$ cat config.mk
export PLATFORM = sky130hd
export DESIGN_NAME = stereo_half_event_pairer
export DESIGN_NICKNAME = d
export VERILOG_FILES = /design/src/rtl/core/shep_pkg.sv /design/src/rtl/core/shep_ram.sv /design/src/rtl/core/shep_resolve.sv /design/src/rtl/core/stereo_half_event_pairer.sv
export SDC_FILE = /design/constraint.sdc
export NUM_CORES = 1
export LEC_CHECK = 0
export BUFFER_PORTS_ARGS = -buffer_cell sky130_fd_sc_hd__buf_4
export CORE_MARGIN = 2
export CORE_UTILIZATION = 40
export CTS_CLUSTER_DIAMETER = 30
export CTS_CLUSTER_SIZE = 14
export DETAILED_ROUTE_END_ITERATION = 8
export SLEW_MARGIN = 20
export SYNTH_ARGS = -nofsm -noshare
export SYNTH_HDL_FRONTEND = slang
export SYNTH_SLANG_ARGS = --single-unit
$ cat constraint.sdc
create_clock -name clk_i -period 15 [get_ports clk_i]
set_input_delay 3 -clock clk_i [delete_from_list [all_inputs] [get_ports clk_i]]
set_output_delay 3 -clock clk_i [all_outputs]
set_load 0.05 [all_outputs]
$ cat src/rtl/core/shep_pkg.sv
`timescale 1ns / 1ps

package shep_pkg;

  // default queue depth per channel
  localparam int unsigned QUEUE_DEPTH = 4;
  // longest accepted payload in octets
  localparam int unsigned MAX_FRAME_LEN = 256;

  localparam logic [31:0] EVENT_INTERVAL_RESET = 32'd0;
  localparam logic [15:0] TS_TOLERANCE_RESET = 16'd100;
  localparam logic [31:0] HALF_RANGE = 32'h8000_0000;

  typedef enum logic [0:0] {
    CFG_EVENT_INTERVAL = 1'b0,
    CFG_TS_TOLERANCE   = 1'b1
  } cfg_idx_e;

  typedef enum logic [1:0] {
    ACT_NONE     = 2'd0,
    ACT_EMIT     = 2'd1,
    ACT_OVERFLOW = 2'd2,
    ACT_REJECT   = 2'd3
  } action_e;

  typedef struct packed {
    logic [31:0] stamp;
    logic        stamped;
    logic        src_ok;
    logic [15:0] seq;
    logic [9:0]  len;
    logic [15:0] tag;
  } entry_t;

  localparam int unsigned ENTRY_W = $bits(entry_t);

  typedef struct packed {
    action_e     action;
    logic        overflowed;
    logic [31:0] event_stamp;
    logic        left_valid;
    logic [9:0]  left_len;
    logic [15:0] left_tag;
    logic [15:0] left_seq;
    logic        right_valid;
    logic [9:0]  right_len;
    logic [15:0] right_tag;
    logic [15:0] right_seq;
  } result_t;

  typedef struct packed {
    logic left;
    logic right;
  } pop_t;

endpackage

$ cat src/rtl/core/shep_ram.sv
`timescale 1ns / 1ps

module shep_ram #(
  parameter int unsigned WIDTH = shep_pkg::ENTRY_W,
  parameter int unsigned DEPTH = 8,
  localparam int unsigned AW = (DEPTH > 1) ? $clog2(DEPTH) : 1
) (
  input  logic             clk_i,
  input  logic             we_i,
  input  logic [AW-1:0]    waddr_i,
  input  logic [WIDTH-1:0] wdata_i,
  input  logic             re_i,
  input  logic [AW-1:0]    raddr_a_i,
  input  logic [AW-1:0]    raddr_b_i,
  output logic [WIDTH-1:0] rdata_a_o,
  output logic [WIDTH-1:0] rdata_b_o
);

  logic [WIDTH-1:0] mem [DEPTH];

  always_ff @(posedge clk_i) begin
    if (we_i) begin
      mem[waddr_i] <= wdata_i;
    end
    if (re_i) begin
      rdata_a_o <= mem[raddr_a_i];
      rdata_b_o <= mem[raddr_b_i];
    end
  end

endmodule

$ cat src/rtl/core/shep_resolve.sv
`timescale 1ns / 1ps

module shep_resolve (
  input  shep_pkg::entry_t  head_l_i,
  input  shep_pkg::entry_t  head_r_i,
  input  logic [15:0]       tol_i,
  input  logic              reject_i,
  input  logic              dropped_i,
  input  logic              pair_i,
  output shep_pkg::result_t res_o,
  output shep_pkg::pop_t    pop_o
);

  logic [31:0] diff;
  logic [31:0] tol_w;
  logic        same_ev;
  logic        l_newer;
  logic        lc;
  logic        rc;
  logic        lv;
  logic        rv;
  logic [31:0] ev;
  shep_pkg::pop_t pop;

  assign diff    = head_l_i.stamp - head_r_i.stamp;
  assign tol_w   = {16'd0, tol_i};
  // wrap-safe window around zero distance
  assign same_ev = (diff <= tol_w) || (diff >= ~tol_w);
  assign l_newer = (diff > tol_w) && (diff < shep_pkg::HALF_RANGE);

  always_comb begin
    lc = 1'b0;
    rc = 1'b0;
    pop = '{left: 1'b1, right: 1'b1};
    ev = 32'd0;
    if (head_l_i.stamped && head_r_i.stamped) begin
      if (same_ev) begin
        lc = 1'b1;
        rc = 1'b1;
        ev = head_l_i.stamp;
      end else if (l_newer) begin
        rc = 1'b1;
        pop.left = 1'b0;
        ev = head_r_i.stamp;
      end else begin
        lc = 1'b1;
        pop.right = 1'b0;
        ev = head_l_i.stamp;
      end
    end else if (head_l_i.stamped) begin
      lc = 1'b1;
      ev = head_l_i.stamp;
    end else if (head_r_i.stamped) begin
      rc = 1'b1;
      ev = head_r_i.stamp;
    end
  end

  assign lv = lc && head_l_i.src_ok && (head_l_i.len != 10'd0);
  assign rv = rc && head_r_i.src_ok && (head_r_i.len != 10'd0);

  always_comb begin
    res_o = '0;
    pop_o = '0;
    if (reject_i) begin
      res_o.action = shep_pkg::ACT_REJECT;
    end else if (!pair_i) begin
      res_o.action = dropped_i ? shep_pkg::ACT_OVERFLOW : shep_pkg::ACT_NONE;
      res_o.overflowed = dropped_i;
    end else begin
      pop_o             = pop;
      res_o.action      = shep_pkg::ACT_EMIT;
      res_o.overflowed  = dropped_i;
      res_o.event_stamp = ev;
      res_o.left_valid  = lv;
      res_o.left_len    = lv ? head_l_i.len : 10'd0;
      res_o.left_tag    = lv ? head_l_i.tag : 16'd0;
      res_o.left_seq    = head_l_i.seq;
      res_o.right_valid = rv;
      res_o.right_len   = rv ? head_r_i.len : 10'd0;
      res_o.right_tag   = rv ? head_r_i.tag : 16'd0;
      res_o.right_seq   = head_r_i.seq;
    end
  end

endmodule

$ cat src/rtl/core/stereo_half_event_pairer.sv
`timescale 1ns / 1ps

// channel   | signals                                        | dir
// ----------+------------------------------------------------+-----
// input     | in_valid_i / in_ready_o, half descriptor       | in
// result    | out_valid_o / out_ready_i, event fields        | out
// config    | cfg_we_i, cfg_idx_i, cfg_data_i (write only)   | in
//
// each transaction: the accept cycle enqueues the half and reads both channel
// heads from the entry ram, then the resolve stage resolves the event and pops
// the heads; the ram read-then-pop loop holds off the next half until that stage retires.
// reset empties the queues through head and count, no clearing pass.
// a waiting result sits in the output register while the next half is taken;
// a result that stays untaken holds the resolve stage once the next half is in it.

module stereo_half_event_pairer #(
  parameter int unsigned QUEUE_DEPTH = shep_pkg::QUEUE_DEPTH
) (
  input  logic        clk_i,
  input  logic        rst_ni,
  // configuration
  input  logic        cfg_we_i,
  input  logic [0:0]  cfg_idx_i,
  input  logic [31:0] cfg_data_i,
  // half descriptors
  input  logic        in_valid_i,
  output logic        in_ready_o,
  input  logic        channel_i,
  input  logic [9:0]  frame_len_i,
  input  logic [15:0] frame_tag_i,
  input  logic        source_valid_i,
  input  logic        has_stamp_i,
  input  logic [31:0] stamp_i,
  input  logic [15:0] sequence_req_i,
  // results
  output logic        out_valid_o,
  input  logic        out_ready_i,
  output logic [1:0]  action_o,
  output logic        overflowed_o,
  output logic [31:0] event_stamp_o,
  output logic        left_valid_o,
  output logic [9:0]  left_len_o,
  output logic [15:0] left_tag_o,
  output logic [15:0] left_seq_o,
  output logic        right_valid_o,
  output logic [9:0]  right_len_o,
  output logic [15:0] right_tag_o,
  output logic [15:0] right_seq_o
);

  localparam int unsigned QW = (QUEUE_DEPTH > 1) ? $clog2(QUEUE_DEPTH) : 1;
  localparam int unsigned CW = $clog2(QUEUE_DEPTH + 1);
  localparam int unsigned AW = QW + 1;
  localparam int unsigned RAM_DEPTH = 2 ** AW;
  localparam logic [CW-1:0] QD_C = CW'(QUEUE_DEPTH);
  localparam logic [QW:0] QD_S = (QW + 1)'(QUEUE_DEPTH);
  localparam logic [QW-1:0] QLAST = QW'(QUEUE_DEPTH - 1);
  localparam logic [9:0] MAX_LEN = 10'(shep_pkg::MAX_FRAME_LEN);

  function automatic logic [QW-1:0] next_idx(input logic [QW-1:0] idx);
    return (idx == QLAST) ? '0 : idx + 1'b1;
  endfunction

  // queue pointers and stamp prediction, per channel
  logic [QW-1:0] head_q [2];
  logic [QW-1:0] head_d [2];
  logic [CW-1:0] count_q [2];
  logic [CW-1:0] count_d [2];
  logic [31:0]   last_q [2];
  logic [31:0]   last_d [2];
  logic          known_q [2];
  logic          known_d [2];

  logic [31:0] interval_q;
  logic [15:0] tol_q;

  // resolve stage
  logic             s1_valid_q;
  logic             s1_reject_q;
  logic             s1_dropped_q;
  logic             s1_pair_q;
  logic             s1_fwd_l_q;
  logic             s1_fwd_r_q;
  shep_pkg::entry_t s1_new_q;

  // output register
  logic              out_valid_q;
  shep_pkg::result_t out_q;

  logic in_acc;
  logic oversize;
  logic enq;
  logic s1_go;

  // enqueue path
  logic             full;
  logic [QW-1:0]    head_after;
  logic [CW-1:0]    count_base;
  logic [QW:0]      slot_sum;
  logic [QW-1:0]    slot;
  logic [CW-1:0]    cnt_n [2];
  logic [QW-1:0]    hd_n [2];
  logic             pair;
  logic             fwd;
  logic [31:0]      pred_stamp;
  shep_pkg::entry_t new_entry;

  shep_pkg::entry_t  rd_l;
  shep_pkg::entry_t  rd_r;
  shep_pkg::entry_t  head_l;
  shep_pkg::entry_t  head_r;
  shep_pkg::result_t res;
  shep_pkg::pop_t    pop;

  assign in_ready_o = !s1_valid_q;
  assign in_acc     = in_valid_i && in_ready_o;
  assign oversize   = frame_len_i > MAX_LEN;
  assign enq        = in_acc && !oversize;
  assign s1_go      = s1_valid_q && (!out_valid_q || out_ready_i);

  // slot for the new half, after a possible drop of the oldest one
  always_comb begin
    full       = count_q[channel_i] == QD_C;
    head_after = full ? next_idx(head_q[channel_i]) : head_q[channel_i];
    count_base = full ? QD_C - 1'b1 : count_q[channel_i];
    slot_sum   = {1'b0, head_after} + {1'b0, count_base[QW-1:0]};
    slot       = (slot_sum >= QD_S) ? QW'(slot_sum - QD_S) : slot_sum[QW-1:0];
    // the new half is the head when its queue was empty after the drop
    fwd        = count_base == '0;
    cnt_n[0]   = count_q[0];
    cnt_n[1]   = count_q[1];
    hd_n[0]    = head_q[0];
    hd_n[1]    = head_q[1];
    cnt_n[channel_i] = count_base + 1'b1;
    hd_n[channel_i]  = head_after;
    pair       = (cnt_n[0] != '0) && (cnt_n[1] != '0);
  end

  // a missing stamp is predicted from the last one, or left as a sentinel
  assign pred_stamp = last_q[channel_i] + interval_q;

  always_comb begin
    new_entry.stamped = has_stamp_i || known_q[channel_i];
    new_entry.stamp   = has_stamp_i ? stamp_i :
                        (known_q[channel_i] ? pred_stamp : 32'd0);
    new_entry.src_ok  = source_valid_i;
    new_entry.seq     = sequence_req_i;
    new_entry.len     = frame_len_i;
    new_entry.tag     = frame_tag_i;
  end

  shep_ram #(
    .WIDTH(shep_pkg::ENTRY_W),
    .DEPTH(RAM_DEPTH)
  ) u_ram (
    .clk_i    (clk_i),
    .we_i     (enq),
    .waddr_i  ({channel_i, slot}),
    .wdata_i  (new_entry),
    .re_i     (in_acc),
    .raddr_a_i({1'b0, hd_n[0]}),
    .raddr_b_i({1'b1, hd_n[1]}),
    .rdata_a_o(rd_l),
    .rdata_b_o(rd_r)
  );

  // the slot written in the accept cycle reads stale, so take it from s1
  assign head_l = s1_fwd_l_q ? s1_new_q : rd_l;
  assign head_r = s1_fwd_r_q ? s1_new_q : rd_r;

  shep_resolve u_resolve (
    .head_l_i (head_l),
    .head_r_i (head_r),
    .tol_i    (tol_q),
    .reject_i (s1_reject_q),
    .dropped_i(s1_dropped_q),
    .pair_i   (s1_pair_q),
    .res_o    (res),
    .pop_o    (pop)
  );

  // pointer updates: enqueue in the accept cycle, pops when s1 retires;
  // the two never fall in the same cycle
  always_comb begin
    for (int c = 0; c < 2; c++) begin
      head_d[c]  = head_q[c];
      count_d[c] = count_q[c];
      last_d[c]  = last_q[c];
      known_d[c] = known_q[c];
    end
    if (enq) begin
      head_d[channel_i]  = hd_n[channel_i];
      count_d[channel_i] = cnt_n[channel_i];
      if (new_entry.stamped) begin
        last_d[channel_i]  = new_entry.stamp;
        known_d[channel_i] = 1'b1;
      end
    end
    if (s1_go) begin
      if (pop.left) begin
        head_d[0]  = next_idx(head_q[0]);
        count_d[0] = count_q[0] - 1'b1;
      end
      if (pop.right) begin
        head_d[1]  = next_idx(head_q[1]);
        count_d[1] = count_q[1] - 1'b1;
      end
    end
  end

  always_ff @(posedge clk_i or negedge rst_ni) begin
    if (!rst_ni) begin
      for (int c = 0; c < 2; c++) begin
        head_q[c]  <= '0;
        count_q[c] <= '0;
        last_q[c]  <= '0;
        known_q[c] <= 1'b0;
      end
      interval_q  <= shep_pkg::EVENT_INTERVAL_RESET;
      tol_q       <= shep_pkg::TS_TOLERANCE_RESET;
      s1_valid_q  <= 1'b0;
      out_valid_q <= 1'b0;
    end else begin
      for (int c = 0; c < 2; c++) begin
        head_q[c]  <= head_d[c];
        count_q[c] <= count_d[c];
        last_q[c]  <= last_d[c];
        known_q[c] <= known_d[c];
      end
      if (cfg_we_i) begin
        unique case (shep_pkg::cfg_idx_e'(cfg_idx_i))
          shep_pkg::CFG_EVENT_INTERVAL: interval_q <= cfg_data_i;
          shep_pkg::CFG_TS_TOLERANCE:   tol_q <= cfg_data_i[15:0];
          default: ;
        endcase
      end
      if (in_acc) begin
        s1_valid_q <= 1'b1;
      end else if (s1_go) begin
        s1_valid_q <= 1'b0;
      end
      if (s1_go) begin
        out_valid_q <= 1'b1;
      end else if (out_ready_i) begin
        out_valid_q <= 1'b0;
      end
    end
  end

  // payload of the resolve stage and the output register
  always_ff @(posedge clk_i) begin
    if (in_acc) begin
      s1_reject_q  <= oversize;
      s1_dropped_q <= full;
      s1_pair_q    <= pair;
      s1_fwd_l_q   <= fwd && !channel_i;
      s1_fwd_r_q   <= fwd && channel_i;
      s1_new_q     <= new_entry;
    end
    if (s1_go) begin
      out_q <= res;
    end
  end

  assign out_valid_o   = out_valid_q;
  assign action_o      = out_q.action;
  assign overflowed_o  = out_q.overflowed;
  assign event_stamp_o = out_q.event_stamp;
  assign left_valid_o  = out_q.left_valid;
  assign left_len_o    = out_q.left_len;
  assign left_tag_o    = out_q.left_tag;
  assign left_seq_o    = out_q.left_seq;
  assign right_valid_o = out_q.right_valid;
  assign right_len_o   = out_q.right_len;
  assign right_tag_o   = out_q.right_tag;
  assign right_seq_o   = out_q.right_seq;

`ifndef ASSERT_OFF
  // queue fill never runs past the depth
  a_count_bound: assert property (@(posedge clk_i) disable iff (!rst_ni)
    (count_q[0] <= QD_C) && (count_q[1] <= QD_C))
    else $error("queue count above depth");

  // an oversize half leaves the queues untouched
  a_reject_keeps: assert property (@(posedge clk_i) disable iff (!rst_ni)
    in_acc && oversize |=> (count_q[0] == $past(count_q[0])) &&
                          (count_q[1] == $past(count_q[1])))
    else $error("rejected half changed queue state");

  // an emitted event pops at least one head
  a_emit_pops: assert property (@(posedge clk_i) disable iff (!rst_ni)
    s1_go && (res.action == shep_pkg::ACT_EMIT) |-> (pop.left || pop.right))
    else $error("event emitted without pop");

  // a left pop lowers the left fill by one
  a_pop_left: assert property (@(posedge clk_i) disable iff (!rst_ni)
    s1_go && pop.left |=> count_q[0] == $past(count_q[0]) - 1'b1)
    else $error("left pop did not decrement count");
`endif

endmodule

==> metrics.md, run 1 <==
| Metric | Value |
|---|---|
| Status | finished clean |
| Initial antenna violation count | 1 |
| Reg2Reg Depth | 21 |
| Register area share after synthesis | 0.7038 |
| Total track usage | 0.1919 |
| Post-CTS Setup Bufs | 0 |
| Mean post-synth cell area | 17.00 um^2 |
| Post-Synthesis Cells | around 2700 |
| Worst flop-to-flop path endpoint | event_stamp_o[14] |
| Longest Clk Path Bufs | 3 |
| Slew Limit Fails | 0 |
| Fmax | ~140 MHz |
| Worst setup EP type | flip-flop |
| Largest net degree at the start of global routing | around 170 |
| Number of synthesized flops with an enable pin | 962 |
| Final hold vios | 0 |
| Diodes inserted | 0 |
| Xor and xnor area share after synthesis | 0.01077 |
| IO Port Bufs | about 240 |
| Hold Crit Class | flip-flop to flip-flop |
| Synth top area share | 0.6344 |
| Vert. Die Dim | between 300 and 400 um |
| DPL Wire Length | 67420 um |
| Startpoint Class | flip-flop |
| Initial DRC Count | around 2200 |
| CP arrival | 7.86 ns |
| RSZ-0062 raised after global routing | no |
| Post-synth net total | 2895 |
| Chip width | between 300 and 400 um |
| Simple-gate share of the synthesized area | 0.04828 |
| Most numerous cell in the Yosys netlist | edfxtp_1 |
| Critical path endpoint | event_stamp_o[14] |
| R2R Setup Slk | ~7.6 ns |
| Num ports | roughly 240 |
| Crit-path max FO | 32 |
| LEAKAGE | 20.78 nW |
| Dominant synthesized flop cell | edfxtp_1 |
| Number of global-route vias before repair | around 27000 |
| WS Path Type | flip-flop to flip-flop |
| Worst path required time | ~15 ns |
| # setup viols final | 0 |
| Initial Util | 0.4042 |
| Yosys cell types | 90 |
| Post-route ant nets | 0 |
| Period utilization | 0.4924 |
| CP Launch Point | s1_fwd_l_q |
| Residual DRC | 0 |
| Ys async rst share | 0.1158 |
| Clk slew on worst S/H paths | 0.05 ns |
| Worst IR Drop VDD | approximately 0.17 mV |
| Final #Nets | between 3000 and 4000 |
| Seq cells post-synth | ~1100 |
| Routed len/inst | 23.53 um |
| Layout cells sized above 1 | 0.3060 |
| GPL Wtd Cong | between 0.9 and 1 |
| Sequential cell area | 32040 um^2 |
| Max-slew headroom | 0.1287 |
| Yosys top cell by area | edfxtp_1 |
| Multi-input gate area | 12890 um^2 |
| First-pass GRT wire length | ~170000 um |
| H-tree Lvls | 4 |
| Minimum clock period | roughly 7.4 ns |
| Finished Layout Cells | 4735 |
| Avg Vias per Cell | between 5 and 6 |
| Compound-Gate Fraction of Synth Area | 0.05729 |
| Largest family of logic cells by synthesized area | multiplexers |
| Core Box Area | approximately 110000 um^2 |
| Total negative slack | 0 ns |
| Worst skew pair latency | ~0.79 ns |
| RR Startpoint | s1_fwd_l_q |
| Clock sink count | approximately 1100 |
| Cells after DPL | 4344 |
| Synth Warn # | 0 |
| Post-Route WL | between 100000 and 150000 um |
| Largest cells by area after synthesis | edfxtp_1, mux4_2, dfrtp_1, mux2_2, mux2i_1 |
| Hold-fix buffers at CTS | 0 |
| Vias | between 20000 and 30000 |
| Post-Syn Area | 45530 um^2 |
| Row cnt | about 120 |
| Adder-Cell Fraction of Synth Area | 0.02836 |
| Post-CTS sizing | 0 |
| Maxcap violations | 0 |
| PD cells | about 240 nW/um^2 |
| Full die area | 116500 um^2 |
| Synth cell count leaders | edfxtp_1, nor2_1, mux4_2 |
| CTS tree | yes |
| Pre-Repair DR Iteration Count | 7 |
| Area delta synth->final | 24.73% |
| Root buffer cell | clkbuf_16 |
| Fillers | between 9000 and 10000 |
| CTS Buf Count | about 210 |
| Worst-Margin Slew | 1.307 ns |
| Post-Route Utilization | 0.5041 |
| Grt ovf | 0 |
| Final Skew | slightly below 0.05 ns |
| Proportion of synthesized area in mux cells | 0.1349 |
[critical path, stage by stage, from the launching register on]
cell and delay (ns):
edfxtp_1 0.34, buf_4 0.52, buf_4 0.66, mux2_2 0.44, ha_1 0.37, a21oi_1 0.18, o221ai_1 0.28, a211oi_1 0.76
nor2_1 0.18, nor2_1 0.16, xnor2_1 0.18, ha_1 0.31, a21o_1 0.19, a21oi_1 0.14, nor2_1 0.06, a2111o_1 0.33
a221oi_1 0.31, and4_1 0.30, a21oi_1 0.18, o21ai_4 0.54, buf_4 0.43, o32ai_1 0.16
[stage by stage]
| step | instance area, um^2 | total power, mW | hold WS [ns] | setup WS (ns) |
|---|---|---|---|---|
| final | 56790 | 13.42 | 0.4732 | 7.614 |
| after global routing | 56790 | 14.05 | 0.4902 | 7.215 |
| after CTS | 56780 | 13.53 | 0.4742 | 7.566 |
| after detailed placement | 49220 | 8.584 | 0.4628 | 7.336 |
| after global placement | 49220 | 8.498 | 0.4517 | 7.460 |
| after floorplan | 45530 | 7.384 | 0.4389 | 1.110 |
[cell families after synthesis]
family	after synthesis
flops	1088
simple gates	462
mux	408
compound gates	371
buf+inv	191
fa+ha+maj	102
xor+xnor	56
[power by group]
| group | switching (mW) | leakage, nW | total (mW) | internal, mW |
|---|---|---|---|---|
| combinational | 2.62 | 6.77 | 4.19 | 1.57 |
| clock | 1.60 | 3.65 | 4.89 | 3.29 |
| sequential | 0.247 | 10.4 | 4.34 | 4.09 |
[layout make-up]
cell class              instances  area share
flip-flops and latches       1088      0.5642
clock buffers                 232     0.09542
repair buffers                281     0.03743
clock inverters               159     0.03778
multi-input cells            1399      0.2270
inverters                      76    0.005111
well taps                    1500     0.03305
[worst min-delay path by stage]
stage,start,depth (start not counted),slack [ns],end
CTS,known_q[1],1,0.47,known_q[1]
global route,known_q[0],1,0.49,known_q[0]
finish,known_q[1],1,0.47,known_q[1]
floorplan,known_q[1],1,0.44,known_q[1]
global placement,known_q[1],1,0.45,known_q[1]
detailed placement,known_q[1],1,0.46,known_q[1]
[routing by layer]
layer	global-route usage	routed length (um)	vias up
li1	-	-	11400
met1	0.2654	49630	13280
met2	0.3080	52910	874
met3	0.03567	6560	186
met4	0.06066	2324	2
met5	0	13	-
[state kept, by name (all words and copies together) (netlist names), 2 cells and up]
| signal | cells |
|---|---|
| left_len_o | 10 |
| head_q | 4 |
| action_o | 2 |
| right_tag_o | 16 |
| u_ram.mem | 608 |
| last_q | 64 |
| known_q | 2 |
| interval_q | 32 |
| left_tag_o | 16 |
| s1_new_q | 76 |
| right_len_o | 10 |
| left_seq_o | 16 |
| right_seq_o | 16 |
| count_q | 6 |
| tol_q | 16 |
| u_ram.rdata_b_o | 76 |
| event_stamp_o | 32 |
| u_ram.rdata_a_o | 76 |
[cell usage in the layout (no fill, tap or decap), types with 23 or more instances in the layout]
cell / count
clkbuf_16: 211
dfrtp_1: 123
edfxtp_1: 962
mux2_2: 120
mux4_2: 152
bufinv_16: 39
nand2_1: 107
nor2_1: 173
ha_1: 100
o21ai_0: 43
a21oi_1: 116
a21o_1: 37
xnor2_1: 32
inv_1: 73
mux2i_1: 134
clkinv_2: 28
nand3_1: 23
buf_4: 279
No activity file was read; power rests on OpenSTA's default activity.
==> inputs of run 2 (changes only) <==
Clock period 15 ns to 6.49 ns, I/O delays scaled along.
==> metrics.md, run 2 (synthesis gave the netlist of run 1 again) <==
| Metric | Value |
|---|---|
| Total track usage | 0.1891 (was 0.1919) |
| GPL Wtd Cong | 0.8966 (was 0.9280) |
| Hold Crit Class | flip-flop to flip-flop (unchanged) |
| Avg Vias per Cell | 5.370 (was 5.436) |
| Slew Limit Fails | 0 (unchanged) |
| Area delta synth->final | 25.37% (was 24.73%) |
| Maxcap violations | 0 (unchanged) |
| Grt ovf | 0 (unchanged) |
| CTS Buf Count | 216 (was 208) |
| Area after DPL | 49390 um^2 (was 49220 um^2) |
| Dpl ws | 0.1078 ns (was 7.336 ns) |
| Fin Hold WS | 0.4721 ns (was 0.4732 ns) |
| Worst setup EP type | flip-flop (unchanged) |
| Final Skew | 0.08122 ns (was 0.04928 ns) |
| LEAKAGE | 20.84 nW (was 20.78 nW) |
| Initial Util | 0.4042 (unchanged) |
| Period utilization | 0.9229 (was 0.4924) |
| Final WS setup | 0.5004 ns (was 7.614 ns) |
| DPL Wire Length | 67290 um (was 67420 um) |
| Fillers | 9253 (was 9240) |
| Core Box Area | 112700 um^2 (unchanged) |
| PD cells | 543.4 nW/um^2 (was 236.3 nW/um^2) |
| Vert. Die Dim | 341.4 um (unchanged) |
| Max reg flops | 608 (unchanged) |
| Final hold vios | 0 (unchanged) |
| Fmax | 167.0 MHz (was 135.4 MHz) |
| WS Path Type | flip-flop to flip-flop (unchanged) |
| CTS tree | yes (unchanged) |
| Clk slew on worst S/H paths | 0.04 ns (was 0.05 ns) |
| Minimum clock period | 5.990 ns (was 7.386 ns) |
| RSZ-0062 raised after global routing | no (unchanged) |
| Worst path required time | 7.13 ns (was 15.47 ns) |
| Initial antenna violation count | 1 (unchanged) |
| Root buffer cell | clkbuf_16 (unchanged) |
| Full die area | 116500 um^2 (unchanged) |
| Initial DRC Count | 1859 (was 2211) |
| Status | finished clean (unchanged) |
| Longest Clk Path Bufs | 3 (unchanged) |
| Startpoint Class | flip-flop (unchanged) |
| Worst-Margin Slew | 1.102 ns (was 1.307 ns) |
| Crit-path max FO | 12 (was 32) |
| CP arrival | 6.63 ns (was 7.86 ns) |
| Residual DRC | 0 (unchanged) |
| Final Cell Area | 57080 um^2 (was 56790 um^2) |
| Multi-input gate area | 12910 um^2 (was 12890 um^2) |
| Total negative slack | 0 ns (unchanged) |
| # setup viols final | 0 (unchanged) |
| Num ports | 238 (unchanged) |
| Chip width | 341.4 um (unchanged) |
| Worst IR Drop VDD | 0.4734 mV (was 0.1699 mV) |
| Max-slew headroom | 0.2652 (was 0.1287) |
| Post-route ant nets | 0 (unchanged) |
| H-tree Lvls | 4 (unchanged) |
| Routed len/inst | 23.11 um (was 23.53 um) |
| Clock sink count | 1088 (unchanged) |
| Row cnt | 123 (unchanged) |
| Top reg by flops | u_ram.mem (unchanged) |
| Pre-Repair DR Iteration Count | 8 (was 7) |
| Commonest cells after routing, fill and taps aside | edfxtp_1, buf_4, clkbuf_16, nor2_1, mux4_2 (unchanged) |
| First-pass GRT wire length | 164900 um (was 168200 um) |
| Final #Nets | 3288 (was 3271) |
| Largest net degree at the start of global routing | 172 (was 165) |
| Number of global-route vias before repair | 26770 (was 27100) |
| Most common cell after layout, fill and taps aside | edfxtp_1 (unchanged) |
| Worst skew pair latency | 0.81 ns (was 0.79 ns) |
| Post-Route WL | 110000 um (was 111400 um) |
| IO Port Bufs | 237 (unchanged) |
| Vias | 25570 (was 25740) |
| Layout cells sized above 1 | 0.3067 (was 0.3060) |
| Post-CTS sizing | 0 (unchanged) |
| Sequential cell area | 32040 um^2 (unchanged) |
run 2: changes by cell type in the layout (fill, tap and decap cells not counted), sizes merged:
cell,previous run,this run
inv,101,97
clkinvlp,17,31
buf,281,290
clkinv,78,82
diode,0,1
clkbuf,232,244
bufinv,39,30
run 2: power by group:
group	switching, mW	internal (mW)
logic	6.10	3.68
registers	0.575	9.46
clock network	3.78	7.43
total	10.5	20.6
run 2: cell type report:
type                       count  area share
clock buffer                 244     0.09778
tap                         1500     0.03288
clock inverter               164     0.03584
sequential                  1088      0.5614
multi-input combinational   1399      0.2262
timing repair buffer         290     0.04083
antenna                        1  0.00004384
inverter                      76    0.005085
run 2: worst paths after layout:
| kind | start | endpoint | slack, ns | cells after the start |
|---|---|---|---|---|
| setup / recovery | s1_fwd_l_q | head_q[1] | 0.50 | 17 |
| hold / removal | known_q[0] | known_q[0] | 0.47 | 1 |
| setup reg to reg | s1_fwd_l_q | head_q[1] | 0.50 | 17 |
| hold reg to reg | known_q[0] | known_q[0] | 0.47 | 1 |
| max in group asynchronous | rst_ni | last_q[44] | 4.57 | 2 |
| min in group asynchronous | rst_ni | interval_q[24] | 0.51 | 1 |
run 2: worst max-delay path, stage by stage (launching register included):
cell and delay [ns]:
edfxtp_1 0.38, buf_12 0.16, mux2_2 0.36, ha_1 0.39, nand4_1 0.19, a211oi_1 0.63, nor2_1 0.15, o21ai_0 0.34
a21oi_1 0.14, xnor2_1 0.25, ha_1 0.32, a2111oi_0 0.42, a21oi_1 0.15, o31ai_1 0.39, or4b_4 0.56, o311ai_4 0.49
and2_4 0.25, mux2_4 0.30
run 2: metal layers:
metal  wire (um)  GRT usage
met2       52610     0.3046
met1       47930     0.2569
met3        7033    0.03972
met4        2463    0.06195
met5           0          0
run 2: stage by stage:
stage | total power [mW] | utilization | std cells
2_1_floorplan | 16.98 | - | 2678
3_5_place_dp | 19.96 | 0.4384 | 4348
3_3_place_gp | 19.78 | 0.4384 | 4348
6_report | 31.02 | 0.5067 | 4762
5_1_grt | 32.51 | 0.5067 | 4762
4_1_cts | 31.29 | 0.5062 | 4756
run 2: repair_timing:
action                     in CTS  in global routing
hold buffers                    0                  0
setup buffers                   0                  5
setup endpoints to repair       0                 60
